### config.mk
export PLATFORM = sky130hd
export DESIGN_NAME = mos6502_subset_cpu_core
export DESIGN_NICKNAME = d
export VERILOG_FILES = /design/src/rtl/m6502_pkg.sv /design/src/rtl/m6502_step.sv /design/src/rtl/mos6502_subset_cpu_core.sv
export SDC_FILE = /design/constraint.sdc
export NUM_CORES = 1
export LEC_CHECK = 0
export BUFFER_PORTS_ARGS = -buffer_cell sky130_fd_sc_hd__buf_2
export CAP_MARGIN = 10
export CORE_MARGIN = 8
export CORE_UTILIZATION = 25
export CTS_CLUSTER_SIZE = 8
export DETAILED_ROUTE_END_ITERATION = 10
export PLACE_DENSITY_LB_ADDON = 0.08
export SETUP_SLACK_MARGIN = 0.2
export SLEW_MARGIN = 25
export SYNTH_ARGS = -nofsm -noshare
export SYNTH_HDL_FRONTEND = slang
export SYNTH_SLANG_ARGS = --single-unit
### constraint.sdc
create_clock -name clk -period 4.97 [get_ports clk]
set_input_delay 0.994 -clock clk [delete_from_list [all_inputs] [get_ports clk]]
set_output_delay 0.994 -clock clk [all_outputs]
set_load 0.02 [all_outputs]
### src/rtl/m6502_pkg.sv
// ----------------------------------------------------------------------------
// m6502_pkg
// Shared types, codes and decode tables for the 6502 subset core.
// ----------------------------------------------------------------------------
package m6502_pkg;

  typedef enum logic [1:0] {
    SEQ_RESET = 2'd0,
    SEQ_INSN  = 2'd1,
    SEQ_NMI   = 2'd2
  } seq_mode_t;

  typedef enum logic [3:0] {
    AM_BAD  = 4'd0,
    AM_IMP  = 4'd1,
    AM_IMM  = 4'd2,
    AM_ZP   = 4'd3,
    AM_ZPX  = 4'd4,
    AM_ABS  = 4'd5,
    AM_ABSX = 4'd6,
    AM_INDY = 4'd7,
    AM_REL  = 4'd8,
    AM_SPEC = 4'd9
  } addr_mode_t;

  // special step codes
  localparam logic [3:0] STEP_READ = 4'd8;
  localparam logic [3:0] STEP_RMW  = 4'd9;
  localparam logic [3:0] STEP_DONE = 4'd15;

  localparam logic [7:0]  RST_STATUS = 8'h34;
  localparam logic [7:0]  RST_SP     = 8'hFD;
  localparam logic [15:0] VEC_NMI    = 16'hFFFA;
  localparam logic [15:0] VEC_RESET  = 16'hFFFC;
  localparam logic [15:0] VEC_IRQ    = 16'hFFFE;
  localparam logic [7:0]  STACK_PAGE = 8'h01;

  // processor state carried between cycles
  typedef struct packed {
    logic [7:0]  a;
    logic [7:0]  x;
    logic [7:0]  y;
    logic [7:0]  p;
    logic [7:0]  s;
    logic [15:0] pc;
    logic [7:0]  op;
    logic [15:0] lat;
    logic [3:0]  step;
    logic        nmi;
    seq_mode_t   mode;
  } cpu_state_t;

  // one bus cycle result
  typedef struct packed {
    logic [15:0] addr;
    logic        wr;
    logic [7:0]  wdata;
    logic        iend;
    logic [3:0]  cyc;
    logic        bad;
  } bus_res_t;

  function automatic logic [3:0] base_cycles(input logic [7:0] op);
    unique case (op)
      8'h00: base_cycles = 4'd7;
      8'h06, 8'h66, 8'hC6, 8'hB1: base_cycles = 4'd5;
      8'h20, 8'h40, 8'h60, 8'h91, 8'hCE: base_cycles = 4'd6;
      8'h68, 8'h8D, 8'hAD, 8'hAE, 8'hB4, 8'hBD: base_cycles = 4'd4;
      8'h05, 8'h08, 8'h45, 8'h48, 8'h4C, 8'h84, 8'h85, 8'h86, 8'hA5, 8'hA6:
        base_cycles = 4'd3;
      8'h0A, 8'h10, 8'h18, 8'h29, 8'h2A, 8'h38, 8'h49, 8'h4A, 8'h78, 8'h88,
      8'h9A, 8'hA0, 8'hA2, 8'hA9, 8'hAA, 8'hC8, 8'hC9, 8'hD0, 8'hD8, 8'hE8,
      8'hF0: base_cycles = 4'd2;
      default: base_cycles = 4'd0;
    endcase
  endfunction

  function automatic addr_mode_t addr_mode(input logic [7:0] op);
    unique case (op)
      8'h0A, 8'h18, 8'h2A, 8'h38, 8'h4A, 8'h78, 8'h88, 8'h9A, 8'hAA, 8'hC8,
      8'hD8, 8'hE8: addr_mode = AM_IMP;
      8'h29, 8'h49, 8'hA0, 8'hA2, 8'hA9, 8'hC9: addr_mode = AM_IMM;
      8'h05, 8'h06, 8'h45, 8'h66, 8'h84, 8'h85, 8'h86, 8'hA5, 8'hA6, 8'hC6:
        addr_mode = AM_ZP;
      8'hB4: addr_mode = AM_ZPX;
      8'h4C, 8'h8D, 8'hAD, 8'hAE, 8'hCE: addr_mode = AM_ABS;
      8'hBD: addr_mode = AM_ABSX;
      8'h91, 8'hB1: addr_mode = AM_INDY;
      8'h10, 8'hD0, 8'hF0: addr_mode = AM_REL;
      8'h00, 8'h08, 8'h20, 8'h40, 8'h48, 8'h60, 8'h68: addr_mode = AM_SPEC;
      default: addr_mode = AM_BAD;
    endcase
  endfunction

endpackage

### src/rtl/m6502_step.sv
// ----------------------------------------------------------------------------
// m6502_step
// Combinational next-state and bus-access logic for one bus cycle.
// ----------------------------------------------------------------------------
module m6502_step
  import m6502_pkg::*;
(
  input  cpu_state_t cur,
  input  logic [7:0] rdata,
  input  logic       nmi_req,
  output cpu_state_t nxt,
  output bus_res_t   res
);

  always_comb begin
    cpu_state_t st;
    bus_res_t   r;
    logic [7:0]  d;
    logic [3:0]  cyc;
    logic [7:0]  v;
    logic [15:0] ea;
    logic [15:0] t;
    logic        take;
    logic        do_bnd;
    logic [3:0]  bcyc;
    logic        ent;
    logic [2:0]  k;
    logic        brk;
    logic [15:0] vec;
    logic        acc_ea;
    logic [15:0] aea;
    logic [3:0]  acyc;
    logic        do_read;
    logic [7:0]  rv;

    st = cur;
    r  = '0;
    d  = rdata;
    cyc = base_cycles(cur.op);
    v = 8'h00; ea = 16'h0000; t = 16'h0000; take = 1'b0;
    do_bnd = 1'b0; bcyc = 4'd0; ent = 1'b0; k = 3'd0; brk = 1'b0; vec = VEC_NMI;
    acc_ea = 1'b0; aea = 16'h0000; acyc = 4'd0; do_read = 1'b0; rv = 8'h00;
    if (nmi_req) st.nmi = 1'b1;

    // sequencer
    unique case (cur.mode)
      SEQ_RESET: begin
        if (cur.step == 4'd0) begin
          r.addr = VEC_RESET; st.step = 4'd1;
        end else if (cur.step == 4'd1) begin
          st.lat = {8'h00, d}; r.addr = VEC_RESET + 16'd1; st.step = 4'd2;
        end else begin
          st.pc = {d, cur.lat[7:0]}; do_bnd = 1'b1; bcyc = 4'd7;
        end
      end
      SEQ_NMI: begin
        ent = 1'b1; k = cur.step[2:0]; vec = VEC_NMI;
      end
      default: begin
        if (cur.step == 4'd0) begin
          // opcode decode
          st.op = d;
          cyc = base_cycles(d);
          unique case (addr_mode(d))
            AM_BAD: begin r.bad = 1'b1; do_bnd = 1'b1; bcyc = 4'd2; end
            AM_IMP: begin
              do_bnd = 1'b1; bcyc = cyc;
              unique case (d)
                8'h0A: begin st.p[0] = cur.a[7]; st.a = {cur.a[6:0], 1'b0}; end
                8'h18: st.p[0] = 1'b0;
                8'h2A: begin st.p[0] = cur.a[7]; st.a = {cur.a[6:0], cur.p[0]}; end
                8'h38: st.p[0] = 1'b1;
                8'h4A: begin st.p[0] = cur.a[0]; st.a = {1'b0, cur.a[7:1]}; end
                8'h78: st.p[2] = 1'b1;
                8'h88: st.y = cur.y - 8'd1;
                8'h9A: st.s = cur.x;
                8'hAA: st.x = cur.a;
                8'hC8: st.y = cur.y + 8'd1;
                8'hD8: st.p[3] = 1'b0;
                8'hE8: st.x = cur.x + 8'd1;
                default: ;
              endcase
              unique case (d)
                8'h0A, 8'h2A, 8'h4A: begin
                  st.p[7] = st.a[7]; st.p[1] = (st.a == 8'h00);
                end
                8'h88, 8'hC8: begin st.p[7] = st.y[7]; st.p[1] = (st.y == 8'h00); end
                8'hAA, 8'hE8: begin st.p[7] = st.x[7]; st.p[1] = (st.x == 8'h00); end
                default: ;
              endcase
            end
            AM_SPEC: begin
              st.step = 4'd1;
              unique case (d)
                8'h00: begin
                  st.pc = cur.pc + 16'd1;
                  r.addr = {STACK_PAGE, cur.s}; r.wr = 1'b1; r.wdata = st.pc[15:8];
                  st.s = cur.s - 8'd1;
                end
                8'h08, 8'h48: begin
                  r.addr = {STACK_PAGE, cur.s}; r.wr = 1'b1;
                  r.wdata = (d == 8'h08) ? (cur.p | 8'h30) : cur.a;
                  st.s = cur.s - 8'd1; st.lat = 16'd3; st.step = STEP_DONE;
                end
                8'h20: begin r.addr = cur.pc; st.pc = cur.pc + 16'd1; end
                default: begin
                  st.s = cur.s + 8'd1; r.addr = {STACK_PAGE, st.s};
                end
              endcase
            end
            default: begin
              r.addr = cur.pc; st.pc = cur.pc + 16'd1; st.step = 4'd1;
            end
          endcase
        end else if (cur.step == STEP_READ) begin
          do_read = 1'b1; rv = d; do_bnd = 1'b1; bcyc = cur.lat[3:0];
        end else if (cur.step == STEP_RMW) begin
          // read-modify-write
          if (cur.op == 8'h06) begin
            st.p[0] = d[7]; v = {d[6:0], 1'b0};
          end else if (cur.op == 8'h66) begin
            v = {cur.p[0], d[7:1]}; st.p[0] = d[0];
          end else begin
            v = d - 8'd1;
          end
          st.p[7] = v[7]; st.p[1] = (v == 8'h00);
          r.addr = cur.lat; r.wr = 1'b1; r.wdata = v;
          st.lat = {12'h000, cyc}; st.step = STEP_DONE;
        end else if (cur.step == STEP_DONE) begin
          do_bnd = 1'b1; bcyc = cur.lat[3:0];
        end else begin
          unique case (addr_mode(cur.op))
            AM_IMM: begin do_read = 1'b1; rv = d; do_bnd = 1'b1; bcyc = cyc; end
            AM_ZP: begin acc_ea = 1'b1; aea = {8'h00, d}; acyc = cyc; end
            AM_ZPX: begin acc_ea = 1'b1; aea = {8'h00, d + cur.x}; acyc = cyc; end
            AM_REL: begin
              take = (cur.op == 8'h10) ? !cur.p[7] :
                     (cur.op == 8'hD0) ? !cur.p[1] : cur.p[1];
              t = cur.pc + {{8{d[7]}}, d};
              bcyc = cyc;
              if (take) begin
                bcyc = (cur.pc[15:8] != t[15:8]) ? 4'd4 : 4'd3;
                st.pc = t;
              end
              do_bnd = 1'b1;
            end
            AM_ABS, AM_ABSX: begin
              if (cur.step == 4'd1) begin
                st.lat = {8'h00, d}; r.addr = cur.pc; st.pc = cur.pc + 16'd1;
                st.step = 4'd2;
              end else begin
                ea = {d, cur.lat[7:0]};
                t = ea + {8'h00, cur.x};
                if (cur.op == 8'h4C) begin
                  st.pc = ea; do_bnd = 1'b1; bcyc = cyc;
                end else if (cur.op == 8'hBD) begin
                  acc_ea = 1'b1; aea = t;
                  acyc = cyc + ((ea[15:8] != t[15:8]) ? 4'd1 : 4'd0);
                end else begin
                  acc_ea = 1'b1; aea = ea; acyc = cyc;
                end
              end
            end
            AM_INDY: begin
              if (cur.step == 4'd1) begin
                st.lat = {8'h00, d}; r.addr = {8'h00, d}; st.step = 4'd2;
              end else if (cur.step == 4'd2) begin
                st.lat = {cur.lat[7:0], d};
                r.addr = {8'h00, cur.lat[7:0] + 8'd1}; st.step = 4'd3;
              end else begin
                ea = {d, cur.lat[7:0]};
                t = ea + {8'h00, cur.y};
                acc_ea = 1'b1; aea = t;
                acyc = cyc + ((cur.op == 8'hB1 && ea[15:8] != t[15:8]) ? 4'd1 : 4'd0);
              end
            end
            AM_SPEC: begin
              unique case (cur.op)
                8'h00: begin
                  ent = 1'b1; k = cur.step[2:0] - 3'd1; brk = 1'b1; vec = VEC_IRQ;
                end
                8'h20: begin
                  if (cur.step == 4'd1) begin
                    st.lat = {8'h00, d};
                    r.addr = {STACK_PAGE, cur.s}; r.wr = 1'b1; r.wdata = cur.pc[15:8];
                    st.s = cur.s - 8'd1; st.step = 4'd2;
                  end else if (cur.step == 4'd2) begin
                    r.addr = {STACK_PAGE, cur.s}; r.wr = 1'b1; r.wdata = cur.pc[7:0];
                    st.s = cur.s - 8'd1; st.step = 4'd3;
                  end else if (cur.step == 4'd3) begin
                    r.addr = cur.pc; st.step = 4'd4;
                  end else begin
                    st.pc = {d, cur.lat[7:0]}; do_bnd = 1'b1; bcyc = 4'd6;
                  end
                end
                8'h60: begin
                  if (cur.step == 4'd1) begin
                    st.lat = {8'h00, d}; st.s = cur.s + 8'd1;
                    r.addr = {STACK_PAGE, st.s}; st.step = 4'd2;
                  end else begin
                    st.pc = {d, cur.lat[7:0]} + 16'd1; do_bnd = 1'b1; bcyc = 4'd6;
                  end
                end
                8'h40: begin
                  if (cur.step == 4'd1) begin
                    st.p = (d & 8'hCF) | (cur.p & 8'h30);
                    st.s = cur.s + 8'd1; r.addr = {STACK_PAGE, st.s}; st.step = 4'd2;
                  end else if (cur.step == 4'd2) begin
                    st.lat = {8'h00, d};
                    st.s = cur.s + 8'd1; r.addr = {STACK_PAGE, st.s}; st.step = 4'd3;
                  end else begin
                    st.pc = {d, cur.lat[7:0]}; do_bnd = 1'b1; bcyc = 4'd6;
                  end
                end
                8'h68: begin do_read = 1'b1; rv = d; do_bnd = 1'b1; bcyc = 4'd4; end
                default: begin do_bnd = 1'b1; bcyc = 4'd2; end
              endcase
            end
            default: begin do_bnd = 1'b1; bcyc = 4'd2; end
          endcase
        end
      end
    endcase

    // effective address access
    if (acc_ea) begin
      unique case (cur.op)
        8'h84, 8'h85, 8'h86, 8'h8D, 8'h91: begin
          r.addr = aea; r.wr = 1'b1;
          r.wdata = (cur.op == 8'h84) ? cur.y : (cur.op == 8'h86) ? cur.x : cur.a;
          st.lat = {12'h000, acyc}; st.step = STEP_DONE;
        end
        8'h06, 8'h66, 8'hC6, 8'hCE: begin
          r.addr = aea; st.lat = aea; st.step = STEP_RMW;
        end
        default: begin
          r.addr = aea; st.lat = {12'h000, acyc}; st.step = STEP_READ;
        end
      endcase
    end

    // load / logic result
    if (do_read) begin
      unique case (cur.op)
        8'h05: st.a = cur.a | rv;
        8'h29: st.a = cur.a & rv;
        8'h45, 8'h49: st.a = cur.a ^ rv;
        8'hA0, 8'hB4: st.y = rv;
        8'hA2, 8'hA6, 8'hAE: st.x = rv;
        8'hA5, 8'hA9, 8'hAD, 8'hBD, 8'hB1, 8'h68: st.a = rv;
        default: ;
      endcase
      unique case (cur.op)
        8'h05, 8'h29, 8'h45, 8'h49: begin
          st.p[7] = st.a[7]; st.p[1] = (st.a == 8'h00);
        end
        8'hA0, 8'hB4, 8'hA2, 8'hA6, 8'hAE, 8'hA5, 8'hA9, 8'hAD, 8'hBD, 8'hB1,
        8'h68: begin
          st.p[7] = rv[7]; st.p[1] = (rv == 8'h00);
        end
        8'hC9: begin
          st.p[0] = (cur.a >= rv); v = cur.a - rv;
          st.p[7] = v[7]; st.p[1] = (v == 8'h00);
        end
        default: ;
      endcase
    end

    // interrupt / BRK entry steps
    if (ent) begin
      unique case (k)
        3'd0: begin
          r.addr = {STACK_PAGE, cur.s}; r.wr = 1'b1; r.wdata = cur.pc[7:0];
          st.s = cur.s - 8'd1; st.step = cur.step + 4'd1;
        end
        3'd1: begin
          r.addr = {STACK_PAGE, cur.s}; r.wr = 1'b1;
          r.wdata = brk ? (cur.p | 8'h30) : ((cur.p & 8'hEF) | 8'h20);
          st.s = cur.s - 8'd1; st.p[2] = 1'b1; st.step = cur.step + 4'd1;
        end
        3'd2: begin r.addr = vec; st.step = cur.step + 4'd1; end
        3'd3: begin
          st.lat = {8'h00, d}; r.addr = vec + 16'd1; st.step = cur.step + 4'd1;
        end
        default: begin
          if (k == 3'd4) st.pc = {d, cur.lat[7:0]};
          do_bnd = 1'b1; bcyc = 4'd7;
        end
      endcase
    end

    // instruction boundary: NMI entry or next opcode fetch
    if (do_bnd) begin
      r.iend = 1'b1; r.cyc = bcyc; st.step = 4'd0;
      if (st.nmi) begin
        st.nmi = 1'b0; st.mode = SEQ_NMI;
        r.addr = {STACK_PAGE, st.s}; r.wr = 1'b1; r.wdata = st.pc[15:8];
        st.s = st.s - 8'd1;
      end else begin
        st.mode = SEQ_INSN;
        r.addr = st.pc; r.wr = 1'b0; r.wdata = 8'h00; st.pc = st.pc + 16'd1;
      end
    end

    nxt = st;
    res = r;
  end

endmodule

### src/rtl/mos6502_subset_cpu_core.sv
// ----------------------------------------------------------------------------
// mos6502_subset_cpu_core
// 6502 subset core, one bus cycle per input transfer.
// ----------------------------------------------------------------------------
// Each input transfer is one bus cycle (the byte answering the previous read
// and the NMI line) and yields exactly one output transfer describing the next
// access and the registers. The decode and execute logic sits between the
// state register and the output register, so a result is offered in the clock
// after its input transfer. A new input transfer is taken whenever the output
// register is empty or is emptied in the same clock, which gives one transfer
// per clock back to back; while a result waits unaccepted the input stalls.
// After reset the first transfer issues the reset vector read at FFFC.
module mos6502_subset_cpu_core
  import m6502_pkg::*;
(
  input  logic        clk,
  input  logic        rst_n,
  input  logic        in_tvalid,
  output logic        in_tready,
  input  logic [7:0]  in_tdata,   // read_data
  input  logic        in_tuser,   // nmi_request
  output logic        out_tvalid,
  input  logic        out_tready,
  output logic [87:0] out_tdata,  // bus_address, bus_write, write_data,
                                  // instruction_end, cycles_charged, bad_opcode,
                                  // acc, x, y, status, stack, pc, zero fill
  output logic        out_tlast   // instruction_end
);

  cpu_state_t cur_r, nxt;
  bus_res_t   res;
  logic       ovalid_r;
  logic [87:0] odata_r;
  logic       olast_r;
  logic       xfer;

  m6502_step u_step (
    .cur     (cur_r),
    .rdata   (in_tdata),
    .nmi_req (in_tuser),
    .nxt     (nxt),
    .res     (res)
  );

  assign in_tready = !ovalid_r || out_tready;
  assign xfer = in_tvalid && in_tready;

  // processor state
  always_ff @(posedge clk) begin
    if (!rst_n) begin
      cur_r <= '{a: 8'h00, x: 8'h00, y: 8'h00, p: RST_STATUS, s: RST_SP,
                 pc: 16'h0000, op: 8'h00, lat: 16'h0000, step: 4'd0,
                 nmi: 1'b0, mode: SEQ_RESET};
    end else if (xfer) begin
      cur_r <= nxt;
    end
  end

  // output register
  always_ff @(posedge clk) begin
    if (!rst_n) begin
      ovalid_r <= 1'b0;
    end else if (in_tready) begin
      ovalid_r <= in_tvalid;
    end
  end

  always_ff @(posedge clk) begin
    if (xfer) begin
      odata_r <= {1'b0, nxt.pc, nxt.s, nxt.p, nxt.y, nxt.x, nxt.a,
                  res.bad, res.cyc, res.iend, res.wdata, res.wr, res.addr};
      olast_r <= res.iend;
    end
  end

  assign out_tvalid = ovalid_r;
  assign out_tdata  = odata_r;
  assign out_tlast  = olast_r;

  // boundary marks always carry a cost; mid-instruction results never do
  a_end_cyc: assert property (@(posedge clk) disable iff (!rst_n)
    xfer && res.iend |-> res.cyc != 4'd0) else $error("boundary without cost");
  a_mid_cyc: assert property (@(posedge clk) disable iff (!rst_n)
    xfer && !res.iend |-> res.cyc == 4'd0) else $error("cost off boundary");
  a_hold: assert property (@(posedge clk) disable iff (!rst_n)
    out_tvalid && !out_tready |=> $stable(out_tdata)) else $error("output changed");
  a_nmi_clr: assert property (@(posedge clk) disable iff (!rst_n)
    xfer && res.iend && nxt.mode == SEQ_NMI |-> !nxt.nmi) else $error("nmi kept");

endmodule
==> reports/qor.txt, run 1 <==
Seq pwr share: 0.234
CTS tree: built
Setup violations, final: 0
Starting Density: 0.252
Leak: 9.90 nW
routed wire length: 153000 um
Final ANT Viol Nets: 0
Post-CTS Hold Fix Bufs: 0
Max Buffers Root-to-Sink: 2
number of max-cap violations: 0
DR vias/cell: 6.23
Worst VDD drop: 0.300 mV
row cnt: 106
largest stage delay on the critical path: 620 ps
max_slew headroom: 0.249
Initial DRT Pass Iterations: 8
Core ar.: 83600 sq um
HP Class: flop to flop
Post-synth ARST share: 0
slew at the pin closest to its max-slew limit: 1110 ps
vias in the first global route: 25126
clk_lat worst skew: 530 ps
sequential area share after synthesis: 0.203
outcome: completed
CTS root buffer: clkbuf_16
die height: 306 um
1st-iter DRT viols: 3241
fraction of layout cells with a size suffix above 1: 0.206
Post-synth EDFFs: 85
Yosys warnings: 0
FF+latch count, synth: 171
die width: 306 um
GRT Util Overall: 0.313
Internal: 0.00407 W
data arrival time of the worst path: 4890 ps
CP dominant cell by count: buf_4
first-pass GRT wire length: 210000 um
Area Growth Syn to Fin: 23.3%
Via Count: 26837
Final Max Slew Viols: 0
Cell variety after synth: 115
Worst-path clk slew: 80 ps
slowest CP cell: a2111oi_1
cells after synthesis: 2927
cells along the critical path: buf_4 > nor2b_1 > buf_4 > and3_1 > o2111ai_1 > o311a_1 > buf_4 > a21oi_4 > buf_4 > a21oi_1 > a21oi_1 > buf_4 > a2111oi_1 > buf_4 > o22ai_1
Clock power frac: 0.180
final instance area: 26000 sq um
Buf/Inv on CP: 6
P per Cell Area: 317 nW/um^2
clk_skew: 21.9 ps
Syn Std Cell Area: 21100 sq um
initial antenna violation count: 8
WL per Instance: 35.5 um
crit path time final: 4640 ps
post-CTS setup buffer count: 0
CTS Buf Count: 17
Final Worst Setup Slack: 333 ps
synthesized area per cell: 7.19 sq um
sw power: 0.00417 W
Req. time, crit path: 5220 ps
Post-layout nets: 3330
Critical Path Source Type: flop
placed cell area: 25200 sq um
RSZ-0062 raised after global routing: yes
Worst setup EP type: flop
fin crit share: 0.933
Hold Vio Cnt, Final: 0
Comb pwr share: 0.585
Final Non-Filler Cells: 4309
Synth Flop Type: dfxtp_1
Total Die Area: 93800 sq um
Crit Path Max Fanout: 16
# placed instances: 4274
Crit Path Class: flop to flop
Routability Congestion: 0.997
I/O pins: 104
Fmax: 216 MHz
grt total ovfl: 0
DP Worst Slack: -96.2 ps
largest net degree at the start of global routing: 62
switch share: 0.506
Detailed Place HPWL: 121000 um
# port buffers: 100
crit-path leading delay family: compound AO/OA/AOI/OAI gates
CTS Sinks: 171
DRC viols: 0
H-tree depth: 4
-- path summary, 6_finish.rpt --
kind	startpoint	end	slack, ps	depth (start not counted)
max	cur_r[24]	out_tdata[2]	330	15
min	cur_r[18]	cur_r[18]	480	2
max reg2reg	cur_r[24]	out_tdata[2]	330	15
min reg2reg	cur_r[18]	cur_r[18]	480	2
-- metal layers --
layer	track usage	vias up	share of wire
met2	0.484	1521	0.43
li1	-	11619	-
met5	0	-	0.00036
met3	0.0536	307	0.085
met1	0.418	13382	0.42
met4	0.157	8	0.057
-- placed cells by master (no fill, tap or decap), drive strengths merged, types with 13 or more instances in the layout --
| cell type | netlist | routed |
|---|---|---|
| buf | 48 | 527 |
| nand2 | 375 | 375 |
| a21oi | 309 | 309 |
| o21ai | 258 | 258 |
| nor2 | 236 | 236 |
| ha | 98 | 98 |
| dfxtp | 86 | 86 |
| edfxtp | 85 | 85 |
| nor3 | 83 | 83 |
| xnor2 | 75 | 75 |
| inv | 63 | 69 |
| nand3 | 67 | 67 |
| mux2i | 60 | 60 |
| o22ai | 52 | 52 |
| o211ai | 49 | 49 |
| xor2 | 44 | 44 |
| a211oi | 43 | 43 |
| a221oi | 38 | 38 |
| a31oi | 36 | 36 |
| a22oi | 34 | 34 |
| and3 | 32 | 32 |
| a221o | 28 | 28 |
| nand4 | 26 | 26 |
| a21o | 26 | 26 |
| nor4 | 25 | 25 |
| o221ai | 23 | 23 |
| a22o | 22 | 22 |
| clkbuf | 213 | 20 |
| nor2b | 19 | 19 |
| nand2b | 18 | 18 |
| and2 | 18 | 18 |
| o21bai | 18 | 18 |
| or3 | 15 | 15 |
| or2 | 14 | 14 |
| a32oi | 14 | 14 |
| nor3b | 13 | 13 |
-- synthesized netlist by cell type (61+ instances only) --
cell | number | area (sq um)
dfxtp_1 | 86 | 1720
nand2_1 | 375 | 1410
a21oi_1 | 306 | 1530
edfxtp_1 | 85 | 2550
inv_1 | 61 | 229
xnor2_1 | 75 | 657
ha_1 | 98 | 1230
o21ai_0 | 249 | 1250
nand3_1 | 66 | 330
clkbuf_1 | 211 | 792
nor3_1 | 81 | 405
nor2_1 | 236 | 886
-- tightest hold or removal path: stages (launching register included) --
cell,delay [ps]
dfxtp_1,310
o21ai_0,70
a21oi_1,60
-- registers in the layout, summed over array words and instances (netlist names) --
signal,count
cur_r,85
out_tdata,85
out_tvalid,1
-- power groups by stage --
stage	Clock, W	Combinational (W)	Sequential [W]
floorplan	0	0.00222	0.00202
global placement	0	0.00470	0.00196
detailed placement	0	0.00466	0.00196
CTS	0.00154	0.00468	0.00193
global route	0.00158	0.00499	0.00195
finish	0.00148	0.00482	0.00193
-- kinds of logic after synthesis --
group	share of synthesized area
AOI/OAI and AO/OA	0.354
and+or+nand+nor	0.233
buffers and inverters	0.0616
DFF	0.203
xor gates and xnor gates	0.0506
adders and majority gates	0.0645
muxes	0.0333
other	0.000357
-- area by class of cell --
cell class	count	area (sq um)
Antenna cell	3	7.51
Multi-Input combinational cell	2430	15600
Inverter	66	258
Sequential cell	171	4280
Timing Repair Buffer	527	3830
Clock inverter	12	123
Tap cell	1080	1350
Clock buffer	20	479
Fill cell	9192	57600
-- repair_timing --
action	CTS	global route
pin swaps	0	6
setup endpoints to repair	8	45
resized for setup	2	29
gates cloned	0	0
-- through the flow --
step / util / setup TNS, ps / power, W / hold WS [ps]
floorplan: - / 0 / 0.00424 / 445
global placement: 0.302 / -41.0 / 0.00666 / 460
detailed placement: 0.302 / -96.2 / 0.00662 / 465
CTS: 0.309 / 0 / 0.00814 / 474
global route: 0.311 / 0 / 0.00852 / 490
finish: 0.311 / 0 / 0.00823 / 480
(Power assumes the default switching activity.)
==> inputs of run 2 (changes only) <==
--- a/config.mk
+++ b/config.mk
@@ -16,4 +16,5 @@
 export SLEW_MARGIN = 25
 export SYNTH_ARGS = -nofsm -noshare
 export SYNTH_HDL_FRONTEND = slang
+export SYNTH_HIERARCHICAL = 1
 export SYNTH_SLANG_ARGS = --single-unit
==> constraint.sdc (replaced) <==
create_clock -name clk -period 4.97 [get_ports clk]
set_input_delay 0.994 -clock clk [delete_from_list [all_inputs] [get_ports clk]]
set_output_delay 0.994 -clock clk [all_outputs]
set_load 0.05 [all_outputs]
==> run 2 against run 1 <==
Combinational power rose by 70%; fmax down 1.9%; sequential power rose by 12%; register-to-register slack got worse by 90 ps; critical endpoint is now cur_r[35]; highest routed layer unchanged; die area grew 3.8%; clock-buffer cell count is 2 lower; wire length increased by 1.9%; critical path type unchanged; utilization up 0.29 points; global-route usage shrank 0.77 points; largest power group unchanged; setup slack worse by 91 ps; clock power about the same.
==> reports/qor.txt, run 2 <==
outcome: completed
Req. time, crit path: 5410 ps
CTS Buf Count: 17
grt total ovfl: 0
CP dominant cell by count: buf_4
clk_skew: 21.4 ps
largest stage delay on the critical path: 920 ps
Core ar.: 86800 sq um
DRC viols: 0
Clock power frac: 0.123
Post-synth EDFFs: 87
die height: 312 um
RSZ-0062 raised after global routing: no
P per Cell Area: 434 nW/um^2
vias in the first global route: 26223
synth top area cells: edfxtp_1, dfxtp_1, nand2_1
Routability Congestion: 0.980
Total Die Area: 97400 sq um
Pwr Total: 0.0118 W
Setup violations, final: 0
Post-layout nets: 3447
crit-path leading delay family: compound AO/OA/AOI/OAI gates
Final Max Slew Viols: 0
Hold Vio Cnt, Final: 0
I/O pins: 104
Crit Path Class: flop to flop
CTS root buffer: clkbuf_16
fin crit share: 0.951
number of max-cap violations: 0
sequential area share after synthesis: 0.200
largest net degree at the start of global routing: 92
data arrival time of the worst path: 5160 ps
GRT Util Overall: 0.305
Synth Flop Type: dfxtp_1
Synth top cells by count: nand2_1, nor2_1, a21oi_1
crit path time final: 4730 ps
dominant cell type by area after synthesis: edfxtp_1
Critical Path Source Type: flop
Seq pwr share: 0.183
most frequent cells in the layout: buf_4, nand2_1, nor2_1
die width: 312 um
Syn Std Cell Area: 21900 sq um
CTS Sinks: 175
Post-synth ARST share: 0
synthesized area per cell: 7.26 sq um
Leak: 10.6 nW
Final ANT Viol Nets: 0
Detailed Place HPWL: 123000 um
FF+latch count, synth: 175
# port buffers: 102
Yosys warnings: 6
cells along the critical path: or3b_2 > inv_2 > buf_4 > o311ai_0 > nand3_1 > a311o_1 > o221ai_1 > o211ai_1 > o21a_1 > xnor2_1 > buf_4 > nand2_1 > mux2i_1
max_slew headroom: 0.298
Crit Path Max Fanout: 20
Comb pwr share: 0.693
Internal: 0.00520 W
HP Class: flop to flop
Cell variety after synth: 121
DR vias/cell: 6.10
row cnt: 108
Worst-path clk slew: 90 ps
clk_lat worst skew: 530 ps
commonest non-fill, non-tap cell in the layout: buf_4
Buf/Inv on CP: 3
Initial DRT Pass Iterations: 6
switch share: 0.560
WL per Instance: 34.6 um
first-pass GRT wire length: 215000 um
Area Growth Syn to Fin: 24.2%
slowest CP cell: dfxtp_1
CTS tree: built
syn_nets: 3126
Via Count: 27500
Fin Hold WS: 466 ps
1st-iter DRT viols: 3586
slew at the pin closest to its max-slew limit: 1050 ps
routed wire length: 156000 um
fraction of layout cells with a size suffix above 1: 0.212
Starting Density: 0.253
sw power: 0.00660 W
Max Buffers Root-to-Sink: 2
H-tree depth: 4
Worst VDD drop: 0.305 mV
Fmax: 212 MHz
Worst setup EP type: flop
most frequent cell after synthesis: nand2_1
cells after synthesis: 3018
initial antenna violation count: 13
share of the synthesized area in the top cell type: 0.119
run 2: cell types whose count changed in the layout (fill, tap and decap cells not counted), moves of 19 or more:
cell     change
o31ai_1     +24
a21oi_1     -80
nand2_1     +52
mux2i_1     +51
buf_4       +40
o21ai_0     -57
nor2_1      +19
nand3_1     +36
run 2: final timing paths:
path                                start  cells past startpoint       endpoint  slack [ps]
worst max-delay path             cur_r[6]                     13      cur_r[35]         240
worst min-delay path            cur_r[60]                      0  out_tdata[60]         470
worst max register to register   cur_r[6]                     13      cur_r[35]         240
worst min register to register  cur_r[60]                      0  out_tdata[60]         470
run 2: through the flow:
stage,worst slack [ps],util,instance area [sq um],TNS [ps],std cells
final,242,0.314,27200,0,4511
after global routing,205,0.314,27200,0,4508
after CTS,231,0.313,27100,0,4506
after detailed placement,-318,0.306,26600,-2590,4474
after global placement,-412,0.306,26600,-2100,4474
after floorplan,237,-,21900,0,3018
run 2: cells by family after synthesis:
kind of cell	share of synthesized area
other	0.000171
multiplexers	0.0535
AO/OA/AOI/OAI	0.337
adder cells (fa/ha/maj)	0.0564
buffers and inverters	0.0676
AND/OR/NAND/NOR	0.245
flip-flops	0.200
XOR/XNOR	0.0408
run 2: repair_timing:
action / in CTS / in global routing
buffers inserted: 0 / 1
resized for setup: 0 / 15
hold buffers: 0 / 0
endpoints found under the setup margin: 0 / 22
run 2: metal layers:
layer / vias to the layer above / share of wire / global-route usage
met3: 271 / 0.081 / 0.0591
met1: 13815 / 0.45 / 0.426
met2: 1381 / 0.42 / 0.451
met4: 6 / 0.049 / 0.137
met5: - / 0.00028 / 0
li1: 12027 / - / -
run 2: layout make-up:
class,instances,area (sq um)
fill,9612,59500
timing repair buffer,580,4380
clock buffer,18,429
sequential,175,4380
inverter,77,289
tap,1155,1450
antenna,4,10.0
clock inverter,14,144
multi-input combinational,2488,16100
run 2: power by group through the flow:
| stage | Clock [W] | Combinational [W] | Sequential [W] |
|---|---|---|---|
| final | 0.00146 | 0.00818 | 0.00216 |
| after global routing | 0.00155 | 0.00846 | 0.00219 |
| after CTS | 0.00150 | 0.00794 | 0.00216 |
| after detailed placement | 0 | 0.00791 | 0.00219 |
| after global placement | 0 | 0.00795 | 0.00219 |
| after floorplan | 0 | 0.00355 | 0.00267 |
